===== config.mk =====
export PLATFORM = sky130hd
export DESIGN_NAME = bfdh_ctrl
export DESIGN_NICKNAME = d
export VERILOG_FILES = /design/src/hdl/bfdh_pkg.sv /design/src/hdl/bfdh_ctrl.sv
export SDC_FILE = /design/constraint.sdc
export NUM_CORES = 1
export LEC_CHECK = 0
export BUFFER_PORTS_ARGS = -buffer_cell sky130_fd_sc_hd__buf_2
export CORE_ASPECT_RATIO = 1.1
export CORE_MARGIN = 4
export CORE_UTILIZATION = 53
export CTS_CLUSTER_DIAMETER = 150
export DETAILED_ROUTE_END_ITERATION = 12
export PLACE_DENSITY = 0.79
export SYNTH_ARGS = -nofsm -noshare
export SYNTH_HDL_FRONTEND = slang
export SYNTH_SLANG_ARGS = --single-unit

===== constraint.sdc =====
create_clock -name clock -period 2.1 [get_ports clock]
set_input_delay 0.21 -clock clock [delete_from_list [all_inputs] [get_ports clock]]
set_output_delay 0.21 -clock clock [all_outputs]
set_load 0.01 [all_outputs]

===== src/hdl/bfdh_pkg.sv =====
// Types, constants and codes shared by the Bloom filter core.
`timescale 1ns / 1ps
package bfdh_pkg;

   localparam int unsigned MAX_BITS   = 65536;
   localparam int unsigned MAX_PROBES = 32;
   localparam int unsigned WORD_COUNT = MAX_BITS / 64;
   localparam int unsigned ADDR_W     = $clog2(WORD_COUNT);

   localparam logic [63:0] SEED_ONE  = 64'h243f6a8885a308d3;
   localparam logic [63:0] SEED_TWO  = 64'hb7e151628aed2a6b;
   localparam logic [63:0] MIX_ADD   = 64'h9e3779b97f4a7c15;
   localparam logic [63:0] MIX_MUL_A = 64'hbf58476d1ce4e5b9;
   localparam logic [63:0] MIX_MUL_B = 64'h94d049bb133111eb;

   localparam logic [1:0] ACT_ADD   = 2'd0;
   localparam logic [1:0] ACT_QUERY = 2'd1;
   localparam logic [1:0] ACT_CLEAR = 2'd2;
   localparam logic [1:0] ACT_SPARE = 2'd3;

   localparam logic CSR_FILT_SIZE  = 1'b0;
   localparam logic CSR_HASH_COUNT = 1'b1;

   localparam logic [1:0] DIV_H1  = 2'd0;
   localparam logic [1:0] DIV_H2  = 2'd1;
   localparam logic [1:0] DIV_TOP = 2'd2;

   typedef struct packed {
      logic [1:0]  action;
      logic [63:0] key;
   } req_word_type;

   typedef struct packed {
      logic        maybe_present;
      logic [31:0] insert_count;
   } rsp_word_type;

   typedef enum logic [4:0] {
      ST_INIT, ST_IDLE, ST_DISP, ST_CLR, ST_HINIT, ST_HM0, ST_HM1, ST_HM2, ST_HXF,
      ST_DLOAD, ST_DRUN, ST_DSTORE, ST_PSTART, ST_PRD, ST_PCHK, ST_FIN, ST_RESP
   } state_type;

   typedef enum logic [3:0] {
      CMD_NONE, CMD_LOAD, CMD_CLR, CMD_HINIT, CMD_M0, CMD_M1, CMD_M2, CMD_HXF,
      CMD_DLOAD, CMD_DRUN, CMD_DSTORE, CMD_PSTART, CMD_PRD, CMD_PCHK, CMD_FIN
   } cmd_op_type;

   typedef struct packed {
      cmd_op_type        op;
      logic              hsel;
      logic              midx;
      logic [1:0]        dsel;
      logic [ADDR_W-1:0] addr;
   } cmd_type;

   typedef struct packed {
      logic [1:0] action;
      logic       n_zero;
      logic [5:0] probes;
   } status_type;

endpackage


===== src/hdl/bfdh_ctrl.sv =====
// Sequencer for the Bloom filter core: hashing, reduction, probe walk and clearing.
`timescale 1ns / 1ps
module bfdh_ctrl
   import bfdh_pkg::*;
(
   input  logic       clock,
   input  logic       reset,
   input  logic       req_valid,
   output logic       req_stall,
   output logic       rsp_valid,
   input  logic       rsp_stall,
   input  status_type status,
   output cmd_type    cmd
);

   state_type  state_ff, state_in;
   logic [9:0] cnt_ff, cnt_in;
   logic       hsel_ff, hsel_in;
   logic       midx_ff, midx_in;
   logic [1:0] dsel_ff, dsel_in;

   always_ff @(posedge clock) begin
      if (reset) begin
         state_ff <= ST_INIT;
         cnt_ff   <= '0;
         hsel_ff  <= 1'b0;
         midx_ff  <= 1'b0;
         dsel_ff  <= DIV_H1;
      end else begin
         state_ff <= state_in;
         cnt_ff   <= cnt_in;
         hsel_ff  <= hsel_in;
         midx_ff  <= midx_in;
         dsel_ff  <= dsel_in;
      end
   end

   always_comb begin
      state_in = state_ff;
      cnt_in   = cnt_ff;
      hsel_in  = hsel_ff;
      midx_in  = midx_ff;
      dsel_in  = dsel_ff;
      unique case (state_ff)
         ST_INIT: begin
            cnt_in = cnt_ff + 10'd1;
            if (cnt_ff == 10'(WORD_COUNT - 1)) begin
               state_in = ST_IDLE;
            end
         end
         ST_IDLE: begin
            if (req_valid) begin
               state_in = ST_DISP;
            end
         end
         ST_DISP: begin
            cnt_in  = '0;
            hsel_in = 1'b0;
            midx_in = 1'b0;
            if (status.action == ACT_CLEAR) begin
               state_in = ST_CLR;
            end else if ((status.action == ACT_ADD || status.action == ACT_QUERY)
                         && !status.n_zero && status.probes != 6'd0) begin
               state_in = ST_HINIT;
            end else begin
               state_in = ST_FIN;
            end
         end
         ST_CLR: begin
            cnt_in = cnt_ff + 10'd1;
            if (cnt_ff == 10'(WORD_COUNT - 1)) begin
               state_in = ST_FIN;
            end
         end
         ST_HINIT: state_in = ST_HM0;
         ST_HM0:   state_in = ST_HM1;
         ST_HM1:   state_in = ST_HM2;
         ST_HM2:   state_in = ST_HXF;
         ST_HXF: begin
            if (!midx_ff) begin
               midx_in  = 1'b1;
               state_in = ST_HM0;
            end else if (!hsel_ff) begin
               hsel_in  = 1'b1;
               midx_in  = 1'b0;
               state_in = ST_HINIT;
            end else begin
               dsel_in  = DIV_H1;
               state_in = ST_DLOAD;
            end
         end
         ST_DLOAD: begin
            cnt_in   = '0;
            state_in = ST_DRUN;
         end
         ST_DRUN: begin
            cnt_in = cnt_ff + 10'd1;
            if (cnt_ff[4:0] == 5'd31) begin
               state_in = ST_DSTORE;
            end
         end
         ST_DSTORE: begin
            if (dsel_ff == DIV_TOP) begin
               state_in = ST_PSTART;
            end else begin
               dsel_in  = dsel_ff + 2'd1;
               state_in = ST_DLOAD;
            end
         end
         ST_PSTART: begin
            cnt_in   = '0;
            state_in = ST_PRD;
         end
         ST_PRD: state_in = ST_PCHK;
         ST_PCHK: begin
            cnt_in = cnt_ff + 10'd1;
            if (cnt_ff[5:0] + 6'd1 == status.probes) begin
               state_in = ST_FIN;
            end else begin
               state_in = ST_PRD;
            end
         end
         ST_FIN: state_in = ST_RESP;
         ST_RESP: begin
            if (!rsp_stall) begin
               state_in = ST_IDLE;
            end
         end
         default: state_in = ST_INIT;
      endcase
   end

   always_comb begin
      cmd.op    = CMD_NONE;
      cmd.hsel  = hsel_ff;
      cmd.midx  = midx_ff;
      cmd.dsel  = dsel_ff;
      cmd.addr  = cnt_ff[ADDR_W-1:0];
      req_stall = 1'b1;
      rsp_valid = 1'b0;
      unique case (state_ff)
         ST_INIT:   cmd.op = CMD_CLR;
         ST_IDLE: begin
            req_stall = 1'b0;
            cmd.op    = CMD_LOAD;
         end
         ST_DISP:   cmd.op = CMD_NONE;
         ST_CLR:    cmd.op = CMD_CLR;
         ST_HINIT:  cmd.op = CMD_HINIT;
         ST_HM0:    cmd.op = CMD_M0;
         ST_HM1:    cmd.op = CMD_M1;
         ST_HM2:    cmd.op = CMD_M2;
         ST_HXF:    cmd.op = CMD_HXF;
         ST_DLOAD:  cmd.op = CMD_DLOAD;
         ST_DRUN:   cmd.op = CMD_DRUN;
         ST_DSTORE: cmd.op = CMD_DSTORE;
         ST_PSTART: cmd.op = CMD_PSTART;
         ST_PRD:    cmd.op = CMD_PRD;
         ST_PCHK:   cmd.op = CMD_PCHK;
         ST_FIN:    cmd.op = CMD_FIN;
         ST_RESP:   rsp_valid = 1'b1;
         default:   cmd.op = CMD_NONE;
      endcase
   end

endmodule


## Yosys cells after proc, flatten, opt, wreduce, memory -nomap -nowiden

Cells that the tools add are included.

| storage, ports and cells | value |
|---|---|
| register bits | 19 |
| output and inout bits | 20 |

| cells by class | value |
|---|---|
| add/subtract/negate cells | 3 |
| equality and inequality tests | 30 |
| mux-type cells | 25 |
| reductions and logical operators | 16 |

Operators with widths:

| operator | number |
|---|---|
| $pmux W5 S17 | 1 |
| $pmux W4 S14 | 1 |
| $eq A5 B4 Y1 const B | 8 |
| $mux W5 | 5 |
| $eq A5 B3 Y1 const B | 4 |
| $pmux W10 S2 | 1 |
| $mux W4 | 4 |
| $ne A2 B2 Y1 const B | 8 |
| $add A10 B1 Y10 const B | 1 |
| $eq A10 B10 Y1 const B | 1 |
| $eq A5 B2 Y1 const B | 2 |
| $eq A5 B5 Y1 const B | 2 |
| $mux W2 | 4 |
| $add A6 B1 Y6 const B | 1 |
| $eq A6 B6 Y1 | 1 |
| $reduce_bool A2 Y1 | 3 |
| $reduce_bool A6 Y1 | 1 |
| $eq A5 B1 Y1 const B | 1 |
| $logic_not A5 Y1 | 1 |
| $mux W1 | 5 |
| $reduce_and A5 Y1 | 1 |
| $eq A2 B2 Y1 const B | 2 |
| $pmux W1 S2 | 2 |
| $pmux W2 S2 | 1 |
| 12 further kinds | 13 |

## Logic depth before layout (Yosys ltp)

| depth | value |
|---|---|
| depth after elaboration | 7 |
| gate-level depth with buffers | 8 |
| mapped depth without buffers | 8 |

## Worst setup path after synthesis

No wires, ideal clock.

| timing path | value |
|---|---|
| path type | flip-flop to flip-flop |
| from | reg cnt_ff[0] |
| to | reg state_ff[1] |
| setup time | 0.091 ns |
| arrival time | 1.856 ns |
| required time | 2.009 ns |
| path slack | 0.153 ns |
| stages on the path, launching flop included | 7 |
| path buffers | 0 |
| period minus slack after synthesis | 1.947 ns |
| cells stage by stage | dfxtp_1 -> ha_1 -> and4_1 -> nand3_1 -> a311oi_1 -> nand2_1 -> a311oi_1 |

| on the way | value |
|---|---|
| cells in the longest elaborated chain, start to end | 4 |
| elaborated cells on any way between the ends | 10 |
| classes of those cells | add/sub: 1; eq/ne: 6; mux: 2; reduce/logical: 1 |

Ends and longest elaborated chain:

| item | RTL line | source |
|---|---|---|
| start, declared | bfdh_ctrl.sv:17 | `logic [9:0] cnt_ff, cnt_in;` |
| start signal, assigned | bfdh_ctrl.sv:31 | `cnt_ff <= cnt_in;` |
| $add A6 B1 Y6 | bfdh_ctrl.sv:117 | `if (cnt_ff[5:0] + 6'd1 == status.probes) begin` |
| $eq A6 B6 Y1 | bfdh_ctrl.sv:117 |  |
| $mux W2 | bfdh_ctrl.sv:117 |  |
| $pmux W5 S17 | bfdh_ctrl.sv:44 | `unique case (state_ff)` |
| end signal, assigned | bfdh_ctrl.sv:30 | `state_ff <= state_in;` |
| end, declared | bfdh_ctrl.sv:16 | `state_type state_ff, state_in;` |

Several ways; a longest one is shown, not always the timed one.
A chain may end at the register's enable or synchronous reset.

## Final worst setup path

| timing path | value |
|---|---|
| from | reg cnt_ff[1] |
| to | reg state_ff[1] |

Same word-level chain as after synthesis.

==> impl_metrics.ini <==
[status]
status = finished, final reports clean

[worst_setup_path]
cp-start-kind = flop
crit_slowest_cell = dfxtp_2
end_kind = flop
r2r_cells = 8
critPathMaxFanout = 6
slowest_delay_ns = 0.36
worstSetupPathDepth = 8
reg2reg_slack_ns = 0.14
crit_arrival_ns = 2.17
cp_cell_sequence = ha_2 -> and3_1 -> ha_1 -> xnor2_1 -> nand3_1 -> nor3_1 -> a31oi_1 -> a311oi_1
path_class = flop to flop
crit_family = adder cells
required_ns = 2.32
worst-path-buf-inv = 0

[clocking]
cts.reportedPaths.clkPinSlew_ns = 0.11
cts_hold_buf = 0
cts_num_sinks = 19
cts_buffers = 3
post_cts_buffers = 0
cts_root_buf = clkbuf_4
clkLatencyLatePin_ns = 0.31
clockBufferDepth = 2
cts_tree = done
htreeDepth = 1

[power_and_ir_drop]
p_total_mw = 1.01
powerDensity_nw_per_um2 = 594
peakVddDrop_mv = 0.636
power_leakage_nw = 0.695

[synth]
synth_ff_type = dfxtp_1
async_flop_share = 0
synth.ff_latch_count = 19
ys_seq_area_frac = 0.266
netlist_area_um2 = 1430
yosysWarnings = 0
postSynthCellCount = 191
synth.net_count = 207
synth_edf_count = 0
syn_avg_cell_area_um2 = 7.47
yosysUniqueCellTypes = 44

[placed_design]
post-place-ws_ns = 0.0255
gp_congestion = 0.964
port_buffers = 32
placedCellCount = 252
place_hpwl_um = 3000

[die]
io_pins = 33
die_w_um = 57.5
num_rows = 19
initial_utilization = 0.561
die_area_um2 = 3590
coreArea_um2 = 2540
chipHeight_um = 62.4

[timing]
setup_viol = 0
finClkSkew_ns = 0.00191
rsz0062_at_grt = false
finalHoldViolCount = 0
setup_slack_ns = 0.145
period_minus_slack_ns = 1.96
fin_setup_tns_ns = 0
finalMaxSlewViolations = 0
fmax_mhz = 511
worst_pin_slew_ns = 0.519
finalCritPeriodShare = 0.931
slew-limit-headroom = 0.652

[worst_hold_path]
hold_class = primary input to flop
worst_hold_path.num_cells = 3

[detailed_routing]
wl_um = 3870
drcViolationCount = 0
via_per_inst = 6.27
ant_nets = 0
wl_per_cell_um = 15.1
dr.pass1.iters = 4
drt_iter0_markers = 82
num_vias = 1606

[layout]
diodes = 0
area_delta_synth_final_pct = 18.8
layout.nets = 242
finalNonFillerCells = 256
fillCellCount = 210
final_common_cell = buf_2
final_cell_mix = buf_2, nor2_1, nand2_1, a21oi_1, dfxtp_1
drive_gt1_frac = 0.276

[global_route]
grt_remaining_overflow = 0
grt_max_degree = 20
grt_use_total = 0.221
antenna_found_initial = 0
grt_pass1_vias = 1521
grt_pass1_wl_um = 6460

[job]
max-cap-violations = 0
## state kept, by name, summed over array words and instances (netlist names)
| name | flops |
|---|---|
| hsel_ff | 1 |
| midx_ff | 1 |
| state_ff | 5 |
| cnt_ff | 10 |
| dsel_ff | 2 |
## metal layers
layer	wire, µm	vias to the layer above	GRT usage
li1	-	779	-
met1	1590	748	0.272
met2	1880	70	0.366
met3	312	9	0.0393
met4	89	0	0.104
met5	0	-	0
## worst reg2reg max path, stage by stage, from the launching register on
cell and delay, ns:
dfxtp_2 0.36, ha_2 0.20, and3_1 0.19, ha_1 0.31, xnor2_1 0.16, nand3_1 0.09
nor3_1 0.18, a31oi_1 0.10, a311oi_1 0.27
## synth_stat cells (2+ instances only)
cell	n	area share
nor2_1	21	0.055
dfxtp_1	19	0.27
a21oi_1	17	0.060
nand2_1	17	0.045
a311oi_1	10	0.061
clkbuf_1	10	0.026
nor3_1	8	0.028
o21ai_0	8	0.028
inv_1	7	0.018
a31oi_1	6	0.026
nand3_1	6	0.021
xnor2_1	5	0.031
buf_4	4	0.021
nand2b_1	4	0.018
nand4_1	4	0.018
and4_1	3	0.018
ha_1	3	0.026
nor4_1	3	0.013
or3_1	3	0.013
xor2_1	3	0.018
a22oi_1	2	0.011
and3_1	2	0.0088
mux2i_1	2	0.014
nand3b_1	2	0.011
nor3b_1	2	0.011
or3b_2	2	0.012
## path summary, 6_finish.rpt
check                   from          end
hold reg to reg   dsel_ff[1]   dsel_ff[1]
hold / removal     rsp_stall  state_ff[4]
setup reg to reg   cnt_ff[1]  state_ff[1]
setup / recovery   cnt_ff[1]  state_ff[1]
## power breakdown
group,total [mW],switching [mW],internal [mW],leakage (nW)
registers,0.417,0.0330,0.384,0.155
logic,0.392,0.215,0.178,0.522
clock network,0.198,0.126,0.0714,0.0177
total,1.01,0.374,0.633,0.695
## cell type report
| class | count | area [µm²] | share of cell area |
|---|---|---|---|
| Inverter | 7 | 26.3 | 0.0155 |
| Multi-Input combinational cell | 149 | 953 | 0.562 |
| Tap cell | 31 | 38.8 | 0.0229 |
| Clock buffer | 3 | 22.5 | 0.0133 |
| Timing Repair Buffer | 46 | 265 | 0.156 |
| Clock inverter | 1 | 5.00 | 0.00295 |
| Sequential cell | 19 | 384 | 0.227 |
## kinds of logic (layout without fill, tap and decap cells)
group / Yosys count / after routing / synth area share
buffers and inverters: 23 / 57 / 0.0719
AO/OA/AOI/OAI: 54 / 54 / 0.269
multiplexers: 2 / 2 / 0.0140
adder cells (fa/ha/maj): 3 / 3 / 0.0263
AND/OR/NAND/NOR: 82 / 82 / 0.303
flip-flops: 19 / 19 / 0.266
XOR/XNOR: 8 / 8 / 0.0491
## metrics by stage
stage	hold slack (ns)	area, µm²	util
floorplan	0.377	1430	-
CTS	0.167	1690	0.664
global route	0.183	1700	0.667
global placement	0.504	1660	0.651
finish	0.173	1700	0.667
detailed placement	0.506	1660	0.651
## repair_timing
action | in CTS | in global routing
setup endpoints to repair | 1 | 2
pin swaps | 0 | 1
endpoints found under the hold margin | 0 | 0
gates resized for setup | 1 | 4
Power figures use the tool's default switching activity.
